## src/rwht_pkg.sv

```systemverilog
// Package for the random walk hitting time block.
// Holds field widths, fixed-point constants, register codes and the cell control struct.
// No dependencies.
package rwht_pkg;

  localparam int NODE_W    = 4;
  localparam int WEIGHT_W  = 16;
  localparam int SUM_W     = 21;
  localparam int PROB_W    = 32;
  localparam int RES_W     = 32;
  localparam int NCOUNT_W  = 5;
  localparam int STEP_W    = 14;
  localparam int CFG_W     = 14;
  localparam int CFG_IDX_W = 2;
  localparam int ACCUM_W   = 64;
  localparam int RES_SHIFT = 14;

  localparam logic [SUM_W-1:0]  SUM_MAX        = '1;
  localparam logic [PROB_W-1:0] ONE_Q32        = '1;
  localparam logic [STEP_W-1:0] STEP_LIMIT_RST = 14'd10000;

  typedef enum logic [CFG_IDX_W-1:0] {
    REG_NODE_COUNT,
    REG_START_NODE,
    REG_TARGET_NODE,
    REG_STEP_LIMIT
  } cfg_reg_e;

  typedef struct packed {
    logic edge_we;
    logic prob_rd;
    logic prob_we;
    logic walk_init;
    logic vec_load;
    logic vec_issue;
    logic vec_mul;
    logic vec_acc;
    logic vec_commit;
    logic clear;
  } cell_ctl_t;

endpackage

```

## src/rwht_div.sv

```systemverilog
// Restoring divider producing a saturated Q0.32 probability weight * 2^32 / sum.
// One quotient bit per cycle. Depends on rwht_pkg.
module rwht_div (
  input  logic                          clk_i,
  input  logic                          rst_ni,
  input  logic                          start_i,
  input  logic [rwht_pkg::WEIGHT_W-1:0] weight_i,
  input  logic [rwht_pkg::SUM_W-1:0]    sum_i,
  output logic                          done_o,
  output logic [rwht_pkg::PROB_W-1:0]   quot_o
);
  import rwht_pkg::*;

  localparam int QUO_W = PROB_W + 1;
  localparam int CNT_W = $clog2(QUO_W + 1);

  logic               busy_q;
  logic               done_q;
  logic [CNT_W-1:0]   cnt_q;
  logic [SUM_W-1:0]   rem_q;
  logic [SUM_W-1:0]   dsr_q;
  logic [QUO_W-1:0]   quo_q;
  logic               lsb_q;
  logic [SUM_W:0]     trial;

  assign trial = {rem_q, (cnt_q == CNT_W'(QUO_W)) ? lsb_q : 1'b0};

  always_ff @(posedge clk_i or negedge rst_ni) begin
    if (!rst_ni) begin
      busy_q <= 1'b0;
      done_q <= 1'b0;
      cnt_q  <= '0;
    end else begin
      done_q <= 1'b0;
      if (start_i) begin
        busy_q <= 1'b1;
        cnt_q  <= CNT_W'(QUO_W);
      end else if (busy_q) begin
        cnt_q <= cnt_q - 1'b1;
        if (cnt_q == CNT_W'(1)) begin
          busy_q <= 1'b0;
          done_q <= 1'b1;
        end
      end
    end
  end

  always_ff @(posedge clk_i) begin
    if (start_i) begin
      rem_q <= SUM_W'(weight_i >> 1);
      lsb_q <= weight_i[0];
      dsr_q <= sum_i;
      quo_q <= '0;
    end else if (busy_q) begin
      if (trial >= {1'b0, dsr_q}) begin
        rem_q <= SUM_W'(trial - {1'b0, dsr_q});
        quo_q <= {quo_q[QUO_W-2:0], 1'b1};
      end else begin
        rem_q <= trial[SUM_W-1:0];
        quo_q <= {quo_q[QUO_W-2:0], 1'b0};
      end
    end
  end

  assign done_o = done_q;
  assign quot_o = quo_q[QUO_W-1] ? ONE_Q32 : quo_q[PROB_W-1:0];

endmodule

```

## config.mk

```make
export PLATFORM = sky130hd
export DESIGN_NAME = rwht_div
export DESIGN_NICKNAME = d
export VERILOG_FILES = /design/src/rwht_pkg.sv /design/src/rwht_div.sv
export SDC_FILE = /design/constraint.sdc
export NUM_CORES = 1
export LEC_CHECK = 0
export ABC_AREA = 1
export BUFFER_PORTS_ARGS = -buffer_cell sky130_fd_sc_hd__clkbuf_2
export CAP_MARGIN = 20
export CORE_ASPECT_RATIO = 1.25
export CORE_MARGIN = 1
export CORE_UTILIZATION = 58
export CTS_BUF_LIST = sky130_fd_sc_hd__clkbuf_8
export CTS_CLUSTER_SIZE = 40
export DETAILED_ROUTE_END_ITERATION = 7
export GPL_ROUTABILITY_DRIVEN = 0
export PLACE_DENSITY_LB_ADDON = 0.1
export SLEW_MARGIN = 40
export SYNTH_ARGS = -nofsm -noshare
export SYNTH_HDL_FRONTEND = slang
export SYNTH_SLANG_ARGS = --single-unit
```

## constraint.sdc

```tcl
create_clock -name clk_i -period 6.4 [get_ports clk_i]
set_input_delay 0 -clock clk_i [delete_from_list [all_inputs] [get_ports clk_i]]
set_output_delay 0 -clock clk_i [all_outputs]
set_load 0.03 [all_outputs]
```

# Yosys cells after proc, flatten, opt, wreduce, memory -nomap -nowiden
# Index checks and enable logic that the tools add are counted.
[totals]
out_inout_bits = 33
wordCells = 28
inputBits = 40
register_bits = 84
[classes]
n_reduce_logical = 1
magnitude_cmp = 1
eq_ne = 2
n_addsub = 2
muxes = 14
[op_table]
columns = ["operator", "count"]
rows = [
  ["2-to-1 mux 32 bit", 1],
  ["2-to-1 mux 15 bit", 2],
  [">= comparator 22 x 21 -> 1 bit", 1],
  ["2-to-1 mux 21 bit", 1],
  ["subtractor 21 bit", 1],
  ["2-to-1 mux 6 bit", 2],
  ["2-to-1 mux 1 bit", 8],
  ["== test 6 x 1 -> 1 bit (second input constant)", 1],
  ["== test 6 bit (second input constant)", 1],
  ["subtractor 6 x 1 -> 6 bit (second input constant)", 1],
  ["nonzero test 2 bit", 1],
]

# Logic depth before layout (Yosys ltp)
[logic_depth]
word_depth = 6
ltp_mapped = 18
ltp_nobuf = 18

# Worst setup path after synthesis
# No wires, ideal clock.
[synth_timing]
path_type = "flip-flop to flip-flop"
start = "register cnt_q[1]"
end = "register rem_q[11], data pin"
t_arrival_ns = 2.282
n_path_buf = 1
required_time_ns = 6.147
slack_ns = 3.865
path_stages_with_launch = 19
synth_period_minus_slack_ns = 2.535
setup_time_ns = 0.253
path_cell_list = "dfrtp_1 inv_1 ha_1 nand2_1 inv_1 nand4_1 ha_1 fa_1 nor2_1 nand2_1 nand3_1 nand2_1 nand2_2 nand2_4 nand2_8 buf_6 nand3_2 nand3_1 nand2_1"
[synth_between]
elab_chain_len = 6
elab_cells_between_ends = 7
classes_between = "add/sub: 1; order compare: 1; eq/ne: 1; mux: 4"
[synth_lines]
columns = ["element", "line", "source"]
rows = [
  ["from (decl)", "rwht_div.sv:19", "logic [CNT_W-1:0] cnt_q;"],
  ["from (signal assigned)", "rwht_div.sv:37", "cnt_q <= CNT_W'(QUO_W);"],
  ["from (signal assigned)", "rwht_div.sv:39", "cnt_q <= cnt_q - 1'b1;"],
  ["== test 6 bit *", "rwht_div.sv:26", "assign trial = {rem_q, (cnt_q == CNT_W'(QUO_W)) ? lsb_q : 1'b0};"],
  ["2-to-1 mux 1 bit *", "rwht_div.sv:26", ""],
  ["subtractor 21 bit / >= comparator 22 x 21 -> 1 bit (equally long branches)", "rwht_div.sv:56, rwht_div.sv:55", ""],
  ["2-to-1 mux 21 bit *", "rwht_div.sv:55", "if (trial >= {1'b0, dsr_q}) begin"],
  ["2-to-1 mux 15 bit *", "rwht_div.sv:54", "end else if (busy_q) begin"],
  ["2-to-1 mux 15 bit *", "rwht_div.sv:49", "if (start_i) begin"],
  ["to (signal assigned)", "rwht_div.sv:50", "rem_q <= SUM_W'(weight_i >> 1);"],
  ["to (signal assigned)", "rwht_div.sv:56", "rem_q <= SUM_W'(trial - {1'b0, dsr_q});"],
  ["to (signal assigned)", "rwht_div.sv:59", "rem_q <= trial[SUM_W-1:0];"],
  ["to (decl)", "rwht_div.sv:20", "logic [SUM_W-1:0] rem_q;"],
]
# Mark *: on every way between the ends. The rest lies on a longest branch, timed or not. The select of a mux whose other input is x is not followed.
# A chain may end at the register's enable or synchronous reset.

# Final worst setup path
[layout_timing]
start = "register cnt_q[1]"
end = "register rem_q[14], data pin"
# Same word-level chain as after synthesis.

==> metrics.md <==
| Metric | Value |
|---|---|
| CTS Buffer Depth | `2` |
| Worst min path class | `in2reg` |
| Overall Global Routing Usage | `28.8%` |
| Final Hold Viols | `0` |
| EDFF count, synth | `37` |
| Antenna viol nets, final | `0` |
| First DRT Iteration DRCs | `279` |
| Worst-path clk slew | `90 ps` |
| Setup_tns | `0 ps` |
| Initial antenna violation count | `0` |
| Crit path required time | `6520 ps` |
| Area of the die | `0.00871 mm^2` |
| Max Slew Vio Count | `0` |
| Post-CTS setup repair buffer count | `0` |
| Worst ir drop on vdd | `230 uV` |
| Hold slack | `123 ps` |
| DP Area | `0.00523 mm^2` |
| Root buffer cell | `clkbuf_8` |
| Status | `finished clean` |
| Final Cycle Share | `47.3%` |
| Synth Area in XOR/XNOR | `1.63%` |
| Worst-skew pair later-pin latency | `360 ps` |
| Clock Skew | `9.27 ps` |
| CP Class | `reg2reg` |
| Largest cells by area after synthesis | `edfxtp_1, nand2_1, dfxtp_1` |
| Synthesized area | `0.00484 mm^2` |
| Min Clock Period, post-route | `3030 ps` |
| Vias in the first global route | `4,481` |
| CTS tree | `built` |
| Yosys warning count | `0` |
| Share of the synthesized area in the top cell type | `23.0%` |
| Sinks on the clock net | `84` |
| Setup crit end kind | `flop` |
| Antenna Cells | `0` |
| RSZ-0062 raised after global routing | `no` |
| Initial core utilization | `61.0%` |
| Worst min-delay path startpoint | `start_i` |
| Post-synthesis mux area share | `0%` |
| Critical path peak fanout | `26` |
| Final wirelength | `11.8 mm` |
| Unique masters post-synth | `36` |
| Crit path DAT | `3150 ps` |
| First-pass DRT Iterations | `6` |
| Largest net degree at the start of global routing | `48` |
| FFs w/ async S/R, synth | `9.52%` |
| DR vias/cell | `5.33` |
| Compound-cell area share of the yosys netlist | `8.23%` |
| Cts bufs inserted | `9` |
| CTS resizes | `0` |
| H-tree depth | `3` |
| Gate count after technology mapping | `642` |
| Via count | `4,525` |
| Core area | `0.00793 mm^2` |
| First-pass GRT wire length | `20.1 mm` |
| DRC viols | `0` |
| Worst setup SP type | `flop` |
| Hold depth | `1` |
| Largest family of logic cells by synthesized area | `simple AND/OR/NAND/NOR gates` |
| Reg2reg start | `cnt_q[1]` |
| FF-to-FF setup slack | `3370 ps` |
| Worst R2R End | `rem_q[14]` |
| PD cells | `382 mW/mm^2` |
| Ys flop type | `dfxtp_1` |
| Synth Area in Adders | `6.36%` |
| WL/cell | `13.9 um` |
| Die Y | `104 um` |
| Row count | `36` |
| Register bit total from synthesis | `84` |
| Setup Viol. Count Final | `0` |
| Synth-to-layout area growth | `21.0%` |
| Non-Filler Cell Area, Final | `0.00585 mm^2` |
| Worst slew margin | `48.5%` |
| Die Wd | `83.7 um` |
| Final #Nets | `813` |
| # Max-Cap Violations | `0` |
| Mapped Nets | `706` |
| GR Overflow Total | `0` |
| Leakage | `3.09 nW` |
| Reg2Reg Depth | `17` |
| Layout cell share with drive strength beyond 1 | `13.8%` |
| Synth Area in Simple Gates | `29.7%` |
| Max Freq | `0.330 GHz` |
| Worst-Margin Slew | `770 ps` |
| Mean Syn Cell Area | `7.53 um^2` |
| Hold path endpoint | `dsr_q[0]` |
| IO Count | `73` |
| Register area share after synthesis | `43.2%` |
| Port Buf Inserts | `72` |
| DP Wirelength | `8.00 mm` |
| Area leader, netlist | `edfxtp_1` |
-- power breakdown --
part	internal [mW]	leakage, nW	switching [mW]
logic	0.397	2.18	0.705
clock network	0.220	0.118	0.197
registers	0.664	0.789	0.0552
total	1.28	3.09	0.957
-- flip-flops by register name (all words and copies together), names as in the netlist --
signal,cells
dsr_q,21
quo_q,33
lsb_q,1
done_o,1
rem_q,21
cnt_q,6
busy_q,1
-- synthesized netlist by cell type, types with 2 or more instances --
library cell  count
nand2_1         212
inv_1           113
nand3_1          40
dfxtp_1          39
edfxtp_1         37
o22ai_1          33
nor2_1           30
ha_1             23
nand3b_1         17
a21oi_1          15
dfrtp_1           8
o21ai_0           8
xnor2_1           8
nor3_1            7
buf_2             6
nand4_1           6
clkbuf_1          5
buf_1             4
nand2_2           3
nand3_2           3
nor2_4            3
o21ai_1           3
o21bai_1          3
a21o_1            2
inv_2             2
o21a_1            2
-- logic make-up after synthesis --
logic type,count (synthesis)
simple gates,325
buf+inv,133
fa+ha+maj,24
xor+xnor,9
flops,84
compound gates,67
-- worst max-delay path, stage by stage, from the launching register on --
cell and delay (ps):
dfrtp_1 400, inv_1 110, ha_1 150, nand2_1 60, inv_1 50, nand4_1 100, ha_1 240, fa_1 440
nor2_1 170, nand2_1 80, nand3_1 130, nand2_1 100, nand2_2 110, nand2_4 160, nand2_8 230, nand3_1 100
nand3_1 80, nand2_1 70
-- metrics by stage --
stage / std cells / utilization, % / worst slack [ps] / power [mW]
6_report: 849 / 73.8 / 3370 / 2.24
5_1_grt: 849 / 73.8 / 3130 / 2.42
4_1_cts: 849 / 73.8 / 3410 / 2.22
3_5_place_dp: 793 / 66.0 / 3450 / 1.78
3_3_place_gp: 793 / 66.0 / 3590 / 1.75
2_1_floorplan: 642 / - / 3860 / 1.57
-- placed cells by master (no fill, tap or decap), types with 2 or more instances in the layout --
cell type      instances
ha_1                  23
inv_2                  4
nand2_1              212
a21o_1                 2
inv_1                113
clkbuf_2              71
o21ai_1                3
dfrtp_1                8
xnor2_1                8
nor2_1                30
nor3_1                 7
nand3_2                3
buf_4                  2
nor2_4                 3
o21a_1                 2
bufinv_16              2
nand3_1               40
nand3b_1              17
dlygate4sd3_1         40
a21oi_1               15
nand4_1                6
o22ai_1               33
clkbuf_8               9
nand2_2                3
o21ai_0                8
dfxtp_1               39
edfxtp_1              37
o21bai_1               3
-- repair_timing --
action / CTS / global route
hold buffers: 40 / 0
endpoints found under the hold margin: 45 / 0
setup endpoints to repair: 0 / 0
-- cell type report --
cell class / instances / area (um^2)
clock inverter: 7 / 92.6
fill: 654 / 2070
timing repair buffer: 113 / 771
tap: 95 / 119
clock buffer: 9 / 124
sequential: 84 / 2090
multi-input combinational: 425 / 2220
inverter: 116 / 435
-- how the worst max path moves through the flow --
stage,to,startpoint,cells past startpoint
final,rem_q[14],cnt_q[1],17
after global routing,rem_q[1],cnt_q[1],17
after CTS,rem_q[14],cnt_q[1],17
after detailed placement,rem_q[14],cnt_q[1],17
after global placement,rem_q[12],cnt_q[1],17
after floorplan,rem_q[11],cnt_q[1],18
-- per-layer routing --
| metal | vias up | wire [um] | global-route usage [%] |
|---|---|---|---|
| li1 | 2265 | - | - |
| met1 | 2031 | 4680 | 33.7 |
| met2 | 183 | 5940 | 50.4 |
| met3 | 46 | 742 | 5.63 |
| met4 | 0 | 477 | 13.2 |
| met5 | - | 0 | 0 |
Power figures use the tool's default switching activity.
