[src/rwht_pkg.sv]
// Package for the random walk hitting time block.
// Holds field widths, fixed-point constants, register codes and the cell control struct.
// No dependencies.
package rwht_pkg;

  localparam int NODE_W    = 4;
  localparam int WEIGHT_W  = 16;
  localparam int SUM_W     = 21;
  localparam int PROB_W    = 32;
  localparam int RES_W     = 32;
  localparam int NCOUNT_W  = 5;
  localparam int STEP_W    = 14;
  localparam int CFG_W     = 14;
  localparam int CFG_IDX_W = 2;
  localparam int ACCUM_W   = 64;
  localparam int RES_SHIFT = 14;

  localparam logic [SUM_W-1:0]  SUM_MAX        = '1;
  localparam logic [PROB_W-1:0] ONE_Q32        = '1;
  localparam logic [STEP_W-1:0] STEP_LIMIT_RST = 14'd10000;

  typedef enum logic [CFG_IDX_W-1:0] {
    REG_NODE_COUNT,
    REG_START_NODE,
    REG_TARGET_NODE,
    REG_STEP_LIMIT
  } cfg_reg_e;

  typedef struct packed {
    logic edge_we;
    logic prob_rd;
    logic prob_we;
    logic walk_init;
    logic vec_load;
    logic vec_issue;
    logic vec_mul;
    logic vec_acc;
    logic vec_commit;
    logic clear;
  } cell_ctl_t;

endpackage

[src/rwht_cell.sv]
// One node cell: weight and probability column, row sum, walk entry and its MAC.
// Walk entries rotate through the ring of cells one position per cycle while vec_issue is set. Depends on rwht_pkg.
module rwht_cell #(
  parameter  int MAX_NODES = 16,
  parameter  int ID        = 0,
  localparam int AW        = $clog2(MAX_NODES),
  localparam int CW        = $clog2(MAX_NODES + 1)
) (
  input  logic                          clk_i,
  input  logic                          rst_ni,
  input  rwht_pkg::cell_ctl_t           ctl_i,
  input  logic [CW-1:0]                 n_i,
  input  logic [AW-1:0]                 node_a_i,
  input  logic [AW-1:0]                 node_b_i,
  input  logic [rwht_pkg::WEIGHT_W-1:0] weight_i,
  input  logic [AW-1:0]                 start_i,
  input  logic [AW-1:0]                 target_i,
  input  logic [AW-1:0]                 row_i,
  input  logic [AW-1:0]                 col_i,
  input  logic [rwht_pkg::PROB_W-1:0]   prob_i,
  input  logic [rwht_pkg::PROB_W-1:0]   sh_nbr_i,
  output logic [rwht_pkg::PROB_W-1:0]   sh_o,
  output logic [rwht_pkg::WEIGHT_W-1:0] weight_o,
  output logic [rwht_pkg::SUM_W-1:0]    sum_o,
  output logic [rwht_pkg::PROB_W-1:0]   vnext_o
);
  import rwht_pkg::*;

  localparam int ACW = PROB_W + CW;
  localparam logic [AW-1:0] MY_ID = AW'(ID);

  logic [WEIGHT_W-1:0]  wmem [MAX_NODES];
  logic [PROB_W-1:0]    pmem [MAX_NODES];
  logic [MAX_NODES-1:0] wvld_q;
  logic                 wrdv_q;
  logic [WEIGHT_W-1:0]  wrd_q;
  logic [SUM_W-1:0]     sum_q;
  logic [SUM_W+1:0]     sum_add;
  logic [SUM_W-1:0]     sum_d;
  logic                 hit_a, hit_b, wen;
  logic [AW-1:0]        waddr;
  logic [AW-1:0]        k_q, k_last;
  logic [PROB_W-1:0]    v_q, sh_q, shd_q, prd_q;
  logic [2*PROB_W-1:0]  prod_q;
  logic [ACW-1:0]       acc_q;

  assign hit_a  = node_a_i == MY_ID;
  assign hit_b  = node_b_i == MY_ID;
  assign waddr  = hit_b ? node_a_i : node_b_i;
  assign wen    = ctl_i.edge_we && (hit_a || hit_b);
  assign k_last = AW'(n_i - 1'b1);

  assign sum_add = (SUM_W+2)'(sum_q) + (SUM_W+2)'(hit_a ? weight_i : '0)
                 + (SUM_W+2)'(hit_b ? weight_i : '0);
  assign sum_d   = (sum_add > (SUM_W+2)'(SUM_MAX)) ? SUM_MAX : sum_add[SUM_W-1:0];

  always_ff @(posedge clk_i or negedge rst_ni) begin
    if (!rst_ni) begin
      wvld_q <= '0;
      wrdv_q <= 1'b0;
      sum_q  <= '0;
    end else begin
      if (ctl_i.clear) begin
        wvld_q <= '0;
        sum_q  <= '0;
      end else if (wen) begin
        wvld_q[waddr] <= 1'b1;
        sum_q         <= sum_d;
      end
      if (ctl_i.prob_rd) begin
        wrdv_q <= wvld_q[row_i];
      end
    end
  end

  always_ff @(posedge clk_i) begin
    if (wen) begin
      wmem[waddr] <= weight_i;
    end
    if (ctl_i.prob_rd) begin
      wrd_q <= wmem[row_i];
    end
    if (ctl_i.prob_we && (col_i == MY_ID)) begin
      pmem[row_i] <= prob_i;
    end
    if (ctl_i.vec_issue) begin
      prd_q <= pmem[k_q];
    end
  end

  always_ff @(posedge clk_i) begin
    if (ctl_i.walk_init) begin
      v_q <= (start_i == MY_ID) ? ONE_Q32 : '0;
    end else if (ctl_i.vec_commit) begin
      v_q <= (target_i == MY_ID) ? '0 : vnext_o;
    end
    if (ctl_i.vec_load) begin
      sh_q  <= v_q;
      k_q   <= MY_ID;
      acc_q <= '0;
    end else if (ctl_i.vec_issue) begin
      shd_q <= sh_q;
      sh_q  <= sh_nbr_i;
      k_q   <= (k_q == k_last) ? '0 : k_q + 1'b1;
    end
    if (ctl_i.vec_mul) begin
      prod_q <= (2*PROB_W)'(shd_q) * (2*PROB_W)'(prd_q);
    end
    if (ctl_i.vec_acc) begin
      acc_q <= acc_q + ACW'(prod_q[2*PROB_W-1:PROB_W]);
    end
  end

  assign sh_o     = sh_q;
  assign weight_o = wrdv_q ? wrd_q : '0;
  assign sum_o    = sum_q;
  assign vnext_o  = (acc_q > ACW'(ONE_Q32)) ? ONE_Q32 : acc_q[PROB_W-1:0];

endmodule

[config.mk]
export PLATFORM = sky130hd
export DESIGN_NAME = rwht_cell
export DESIGN_NICKNAME = d
export VERILOG_FILES = /design/src/rwht_pkg.sv /design/src/rwht_cell.sv
export SDC_FILE = /design/constraint.sdc
export NUM_CORES = 2
export LEC_CHECK = 0
export BUFFER_PORTS_ARGS = -buffer_cell sky130_fd_sc_hd__clkbuf_2
export CAP_MARGIN = 30
export CORE_ASPECT_RATIO = 1.25
export CORE_UTILIZATION = 46
export DETAILED_ROUTE_END_ITERATION = 10
export PLACE_DENSITY = 0.72
export SYNTH_ARGS = -nofsm -noshare
export SYNTH_HDL_FRONTEND = slang
export SYNTH_SLANG_ARGS = --single-unit
[constraint.sdc]
create_clock -name clk_i -period 6.9 [get_ports clk_i]
set_input_delay 0.345 -clock clk_i [delete_from_list [all_inputs] [get_ports clk_i]]
set_output_delay 0.345 -clock clk_i [all_outputs]
set_load 0.005 [all_outputs]
### Word-level counts from Yosys, hierarchy flattened

Memory sizes are Yosys's and may differ from the RTL's. A register that Yosys moved wholly into a read port is not among the register bits.
Index checks and enable logic that the tools add are counted.

| storage, ports and cells | value |
|---|---|
| RAM bits | 768 |
| input port bits | 121 |
| output and inout port bits | 101 |
| register bits after elaboration | 239 |
| word-level logic and storage cells | 66 |
| memories kept | 2 |

Memory list:

| name | words | bits a word | rd ports | clocked after Yosys merged registers in | wr ports | RTL line | text |
|---|---|---|---|---|---|---|---|
| pmem | 16 | 32 | 1 | 1 | 1 | rwht_cell.sv:33 | `logic [PROB_W-1:0] pmem [MAX_NODES];` |
| wmem | 16 | 16 | 1 | 1 | 1 | rwht_cell.sv:32 | `logic [WEIGHT_W-1:0] wmem [MAX_NODES];` |

| cells by class | value |
|---|---|
| reductions and logical operators | 14 |
| mux-type cells | 27 |
| add/subtract/negate cells | 5 |
| $mul | 1 |
| equal/unequal tests | 1 |
| bitwise logic cells | 2 |
| $lt $le $gt $ge | 5 |

Operators by type and width:

| kind | count |
|---|---|
| 32-bit 2-to-1 mux | 7 |
| 16-bit 2-to-1 mux | 5 |
| 37-bit 2-to-1 mux | 2 |
| 32-bit by 32-bit multiplier with 64-bit output | 1 |
| 21-bit 2-to-1 mux | 3 |
| 37-bit by 32-bit adder with 37-bit output | 1 |
| 37-bit by 32-bit greater-than comparator with 1-bit output, second input constant | 1 |
| 22-bit by 16-bit adder with 23-bit output | 1 |
| 23-bit by 21-bit greater-than comparator with 1-bit output, second input constant | 1 |
| 21-bit by 16-bit adder with 22-bit output | 1 |
| 4-bit zero test | 5 |
| 16-bit bitwise OR | 1 |
| 4-bit by 5-bit < comparator with 1-bit output, second input constant | 2 |
| 4-bit 2-to-1 mux | 2 |
| 2-bit nonzero test | 4 |
| 1-bit 2-to-1 mux | 6 |
| 4-bit by 1-bit adder with 4-bit output, second input constant | 1 |
| 1-bit binary-select mux with 4-bit select | 1 |
| 1-bit demux with 4-bit select | 1 |
| 4-bit equality test | 1 |
| 4-bit by 1-bit >= comparator with 1-bit output, second input constant | 1 |
| 4-bit by 1-bit subtractor with 4-bit output, second input constant | 1 |
| 1-bit logical AND | 3 |
| 2-bit AND reduction | 1 |
| 2 further kinds | 2 |

### Longest topological paths before layout

| depth | value |
|---|---|
| word-level depth | 9 |
| depth in mapped cells | 28 |
| mapped depth without buffers | 27 |

### Least setup slack after synthesis

OpenSTA, ideal clock, no wires.

| timing path | value |
|---|---|
| path type | register to register |
| start point | reg prd_q[2] (read register of pmem) |
| end point | reg prod_q[45] (data pin) |
| cell stages (with the launch flop) | 27 |
| buffers on the path | 1 |
| setup time | 261 ps |
| period minus slack after synthesis | 7139 ps |
| required time | 6639 ps |
| slack | -239 ps |
| arrival time | 6878 ps |
| cells stage by stage | edfxtp_1 clkbuf_1 and2_1 fa_1 inv_1 fa_1 fa_1 fa_1 inv_1 fa_1 inv_1 fa_1 inv_1 fa_1 inv_1 fa_1 inv_1 ha_1 nand3_1 nor2_1 a211oi_1 a2111oi_2 o31ai_4 a31oi_4 a221oi_2 nor2b_1 o311a_1 |

| on the way | value |
|---|---|
| longest elaborated chain between the ends | 1 |

RTL lines:

| item | RTL line | text |
|---|---|---|
| from (decl) | rwht_cell.sv:43 | `logic [PROB_W-1:0] v_q, sh_q, shd_q, prd_q;` |
| 32-bit by 32-bit multiplier with 64-bit output | rwht_cell.sv:107 | `prod_q <= (2*PROB_W)'(shd_q) * (2*PROB_W)'(prd_q);` |
| to (signal assigned) | rwht_cell.sv:107 |  |
| to (decl) | rwht_cell.sv:44 | `logic [2*PROB_W-1:0] prod_q;` |

Every way passes these cells.
A chain may end at the register's enable or synchronous reset.

### Worst setup path after layout

| timing path | value |
|---|---|
| start point | reg shd_q[12] |
| end point | reg prod_q[45] (data pin) |

| on the way | value |
|---|---|
| longest elaborated chain between the ends | 1 |

RTL lines:

| item | RTL line | text |
|---|---|---|
| from (decl) | rwht_cell.sv:43 |  |
| from (signal assigned) | rwht_cell.sv:102 | `shd_q <= sh_q;` |
| 32-bit by 32-bit multiplier with 64-bit output | rwht_cell.sv:107 |  |

Every way passes these cells.

==> run_results.csv <==
group,metric,value,unit
logic_synthesis,synth-seq-cells,1023,
global_routing,antenna_found_initial,21,
logic_synthesis,async_flop_share,3.71,%
die,die_h,451,um
global_routing,grt_pass1_vias,51900,
sta,drv_slew,0,
clocking,clockBufferDepth,3,
status,violations,"negative setup slack",
routing,wirelength,195000,um
logic_synthesis,netlist.area_leader.share,39.7,%
sta,period_needed,7.45,ns
logic_synthesis,syn-cell-area,74300,um^2
sta,whs,0.0354,ns
placement,place_hpwl,141000,um
die,io_pins,222,
clocking,cts_root_buf,"clkbuf_16",
logic_synthesis,synth-compound-area-share,4.48,%
placement,place_ws,-0.730,ns
worst_setup_path,r2r_setup_slack,-0.55,ns
sta,slew_headroom,33.8,%
clocking,cts-htree-levels,3,
logic_synthesis,synth_edf_count,981,
logic_synthesis,synth.area.top_cells,"edfxtp_1 (40%), fa_1 (25%), and2_1 (5.7%)",
worst_setup_path,cp-end-kind,"flip-flop",
status,status,"complete, but fails checks",
die,fp.dieArea,163000,um^2
sta,max_slew.worst_pin.slew,0.994,ns
clocking,clock-sinks,1023,
sta,period_share,108,%
sta,rsz0062_at_grt,"yes",
routing,drt_first_pass_iters,5,
logic_synthesis,synth_fa_ha_area_share,29.8,%
worst_setup_path,critPathKind,"flip-flop to flip-flop",
global_routing,grt_use_total,24.3,%
worst_setup_path,crit_fanout,9,
logic_synthesis,synth_warnings,0,
global_routing,grt_max_degree,65,
clocking,cts_buffers,98,
worst_setup_path,cp_common_cell,"fa_1",
logic_synthesis,muxShareOfSynthArea,6.84,%
worst_setup_path,crit_family,"adder cells",
routing,vias,47800,
worst_setup_path,worst_r2r_endpoint,"prod_q[45]$_DFFE_PP_",
sta,final.setup_skew,0.0723,ns
cells_and_area,fin_cells,8649,
logic_synthesis,ys_top_cells_by_count,"edfxtp_1 (981), inv_1 (939), fa_1 (913)",
logic_synthesis,syn_nets,7290,
cells_and_area,fin_nets,7829,
worst_setup_path,cpMaxStageDelayCell,"fa_1",
die,start_util,46.4,%
sta,setup_slack,-0.548,ns
routing,drc,0,
hold_path,whs_path_depth,1,
cells_and_area,drive_gt1_share,19.2,%
sta,fmax,134,MHz
job,cap_violations,0,
logic_synthesis,netlist_instances,5946,
logic_synthesis,synth_top_family_by_area,"adder cells",
routing,ant_nets,0,
routing,drt-initial-drc-count,3398,
worst_setup_path,max_stage_delay,0.58,ns
cells_and_area,areaGrowthSynthToFinish,16.0,%
clocking,insertion_delay,0.74,ns
worst_setup_path,required,7.38,ns
logic_synthesis,yosys.area.top_type,"edfxtp_1",
logic_synthesis,ys.flop_type,"edfxtp_1",
worst_setup_path,path_buf_inv,11,
routing,wl_per_cell,22.6,um
logic_synthesis,synth_simple_gate_area_share,10.6,%
worst_setup_path,reg2reg_depth,28,
clocking,clk_pin_slew_worst_paths,0.07,ns
global_routing,grt.overflow.total,0,
worst_setup_path,start_kind,"flip-flop",
placement,dp_cells,8362,
global_routing,grt_pass1_wl,299000,um
worst_setup_path,cp.arrival,7.93,ns
clocking,cts_tree,"done",
hold_path,min_to,"pmem[2][31]$_DFFE_PP_",
sta,hold_viol_final,0,
logic_synthesis,ys_types,78,
placement,port_buffers,220,
hold_path,hold_path.startpoint,"prob_i[31]",
logic_synthesis,yosysMostFrequentCell,"edfxtp_1",
worst_setup_path,rr_startpoint,"shd_q[12]$_DFFE_PP_",
routing,via_per_inst,5.53,
cells_and_area,fillers,13100,
die,die_w,361,um
placement,place_congestion,0.938,
hold_path,hp-class,"input pin to flip-flop",
sta,setup_violations,32,
logic_synthesis,yosysSeqAreaShare,41.1,%
die,coreArea,160000,um^2
die,rows,164,
logic_synthesis,synth-xor-area-share,0.814,%
logic_synthesis,syn_area_per_cell,12.5,um^2
-- cells by family (layout without fill, tap and decap cells) --
| kind of cell | Yosys count | in the layout |
|---|---|---|
| buffers and inverters | 1251 | 1872 |
| multiplexers | 313 | 313 |
| XOR/XNOR | 69 | 69 |
| flip-flops | 1023 | 1023 |
| AO/OA/AOI/OAI | 525 | 525 |
| adder cells (fa/ha/maj) | 1223 | 1223 |
| other | 0 | 7 |
| AND/OR/NAND/NOR | 1542 | 1542 |
-- state kept, by name, indices dropped and copies added, names as in the netlist --
signal / cells
pmem: 512
wmem: 256
acc_q: 37
prd_q: 32
prod_q: 32
sh_o: 32
shd_q: 32
v_q: 32
sum_o: 21
wrd_q: 16
wvld_q: 16
k_q: 4
wrdv_q: 1
-- placed cells by master, fill, tap and decap left out, drive strengths merged, types with 9 or more instances in the layout --
| master | n |
|---|---|
| nor3 | 24 |
| a211oi | 30 |
| dfrtp | 38 |
| xor2 | 34 |
| nand2b | 16 |
| ha | 310 |
| edfxtp | 981 |
| mux2i | 99 |
| nor2 | 187 |
| clkinv | 48 |
| and3 | 14 |
| nand3 | 37 |
| nand2 | 516 |
| o21ai | 164 |
| fa | 913 |
| xnor2 | 35 |
| clkbuf | 338 |
| dlygate4sd3 | 61 |
| a22oi | 34 |
| inv | 946 |
| a221oi | 35 |
| and2 | 672 |
| a21oi | 140 |
| a21o | 48 |
| o21bai | 10 |
| a31oi | 15 |
| mux2 | 65 |
| mux4 | 149 |
| buf | 472 |
| o211ai | 9 |
| nand4 | 25 |
| nor2b | 12 |
-- repair_timing --
item                                    CTS  global route
resized for setup                       178            43
pin swaps                               103            34
gates cloned                              1             0
endpoints found under the setup margin   32            32
hold buffers                             61             0
setup buffers                            34             6
endpoints found under the hold margin   446             0
-- routing by layer --
layer / vias to the layer above / wire length (um) / global-route usage (%)
li1: 20700 / - / -
met5: - / 86 / 0
met1: 24700 / 69100 / 27.7
met2: 1806 / 102000 / 43.3
met4: 16 / 12800 / 14.6
met3: 575 / 11300 / 3.24
-- per-stage QoR --
step | util (%) | cell area, um^2 | TNS (ns)
2_1_floorplan | - | 74400 | -0.180
3_3_place_gp | 50.6 | 81000 | -16.10
3_5_place_dp | 50.7 | 81100 | -17.40
4_1_cts | 53.7 | 85900 | -14.19
5_1_grt | 53.8 | 86200 | -19.89
6_report | 53.9 | 86200 | -12.98
-- area by class of cell --
cell class	instances	area, um^2	share of cell area (%)
Tap cell	2075	2600	3.01
Sequential cell	1023	30500	35.4
Clock inverter	62	616	0.714
Antenna cell	7	17.5	0.0203
Clock buffer	120	2540	2.95
Timing Repair Buffer	751	6270	7.27
Inverter	939	3530	4.09
Multi-Input combinational cell	3672	40100	46.6
-- worst max path at each step --
stage / from / to / slack [ns] / cells after the start
after floorplan: prd_q[7]$_DFFE_PP_ / prod_q[49]$_DFFE_PP_ / -0.09 / 26
after global placement: shd_q[12]$_DFFE_PP_ / prod_q[60]$_DFFE_PP_ / -0.71 / 29
after detailed placement: shd_q[15]$_DFFE_PP_ / prod_q[60]$_DFFE_PP_ / -0.73 / 25
after CTS: shd_q[8]$_DFFE_PP_ / prod_q[57]$_DFFE_PP_ / -0.60 / 27
after global routing: shd_q[9]$_DFFE_PP_ / prod_q[45]$_DFFE_PP_ / -0.78 / 26
final: shd_q[12]$_DFFE_PP_ / prod_q[45]$_DFFE_PP_ / -0.55 / 28
-- worst register-to-register path: cells and delay by family (launching register included) --
family / cells / cell delay (ns)
adders and majority gates: 9 / 4.29
buffers and inverters: 11 / 1.13
AOI/OAI and AO/OA: 6 / 1.10
DFF: 1 / 0.44
and+or+nand+nor: 2 / 0.24
Power is not shown: default switching activity piles up to over one toggle a cycle in this logic, so the estimate is an artifact.
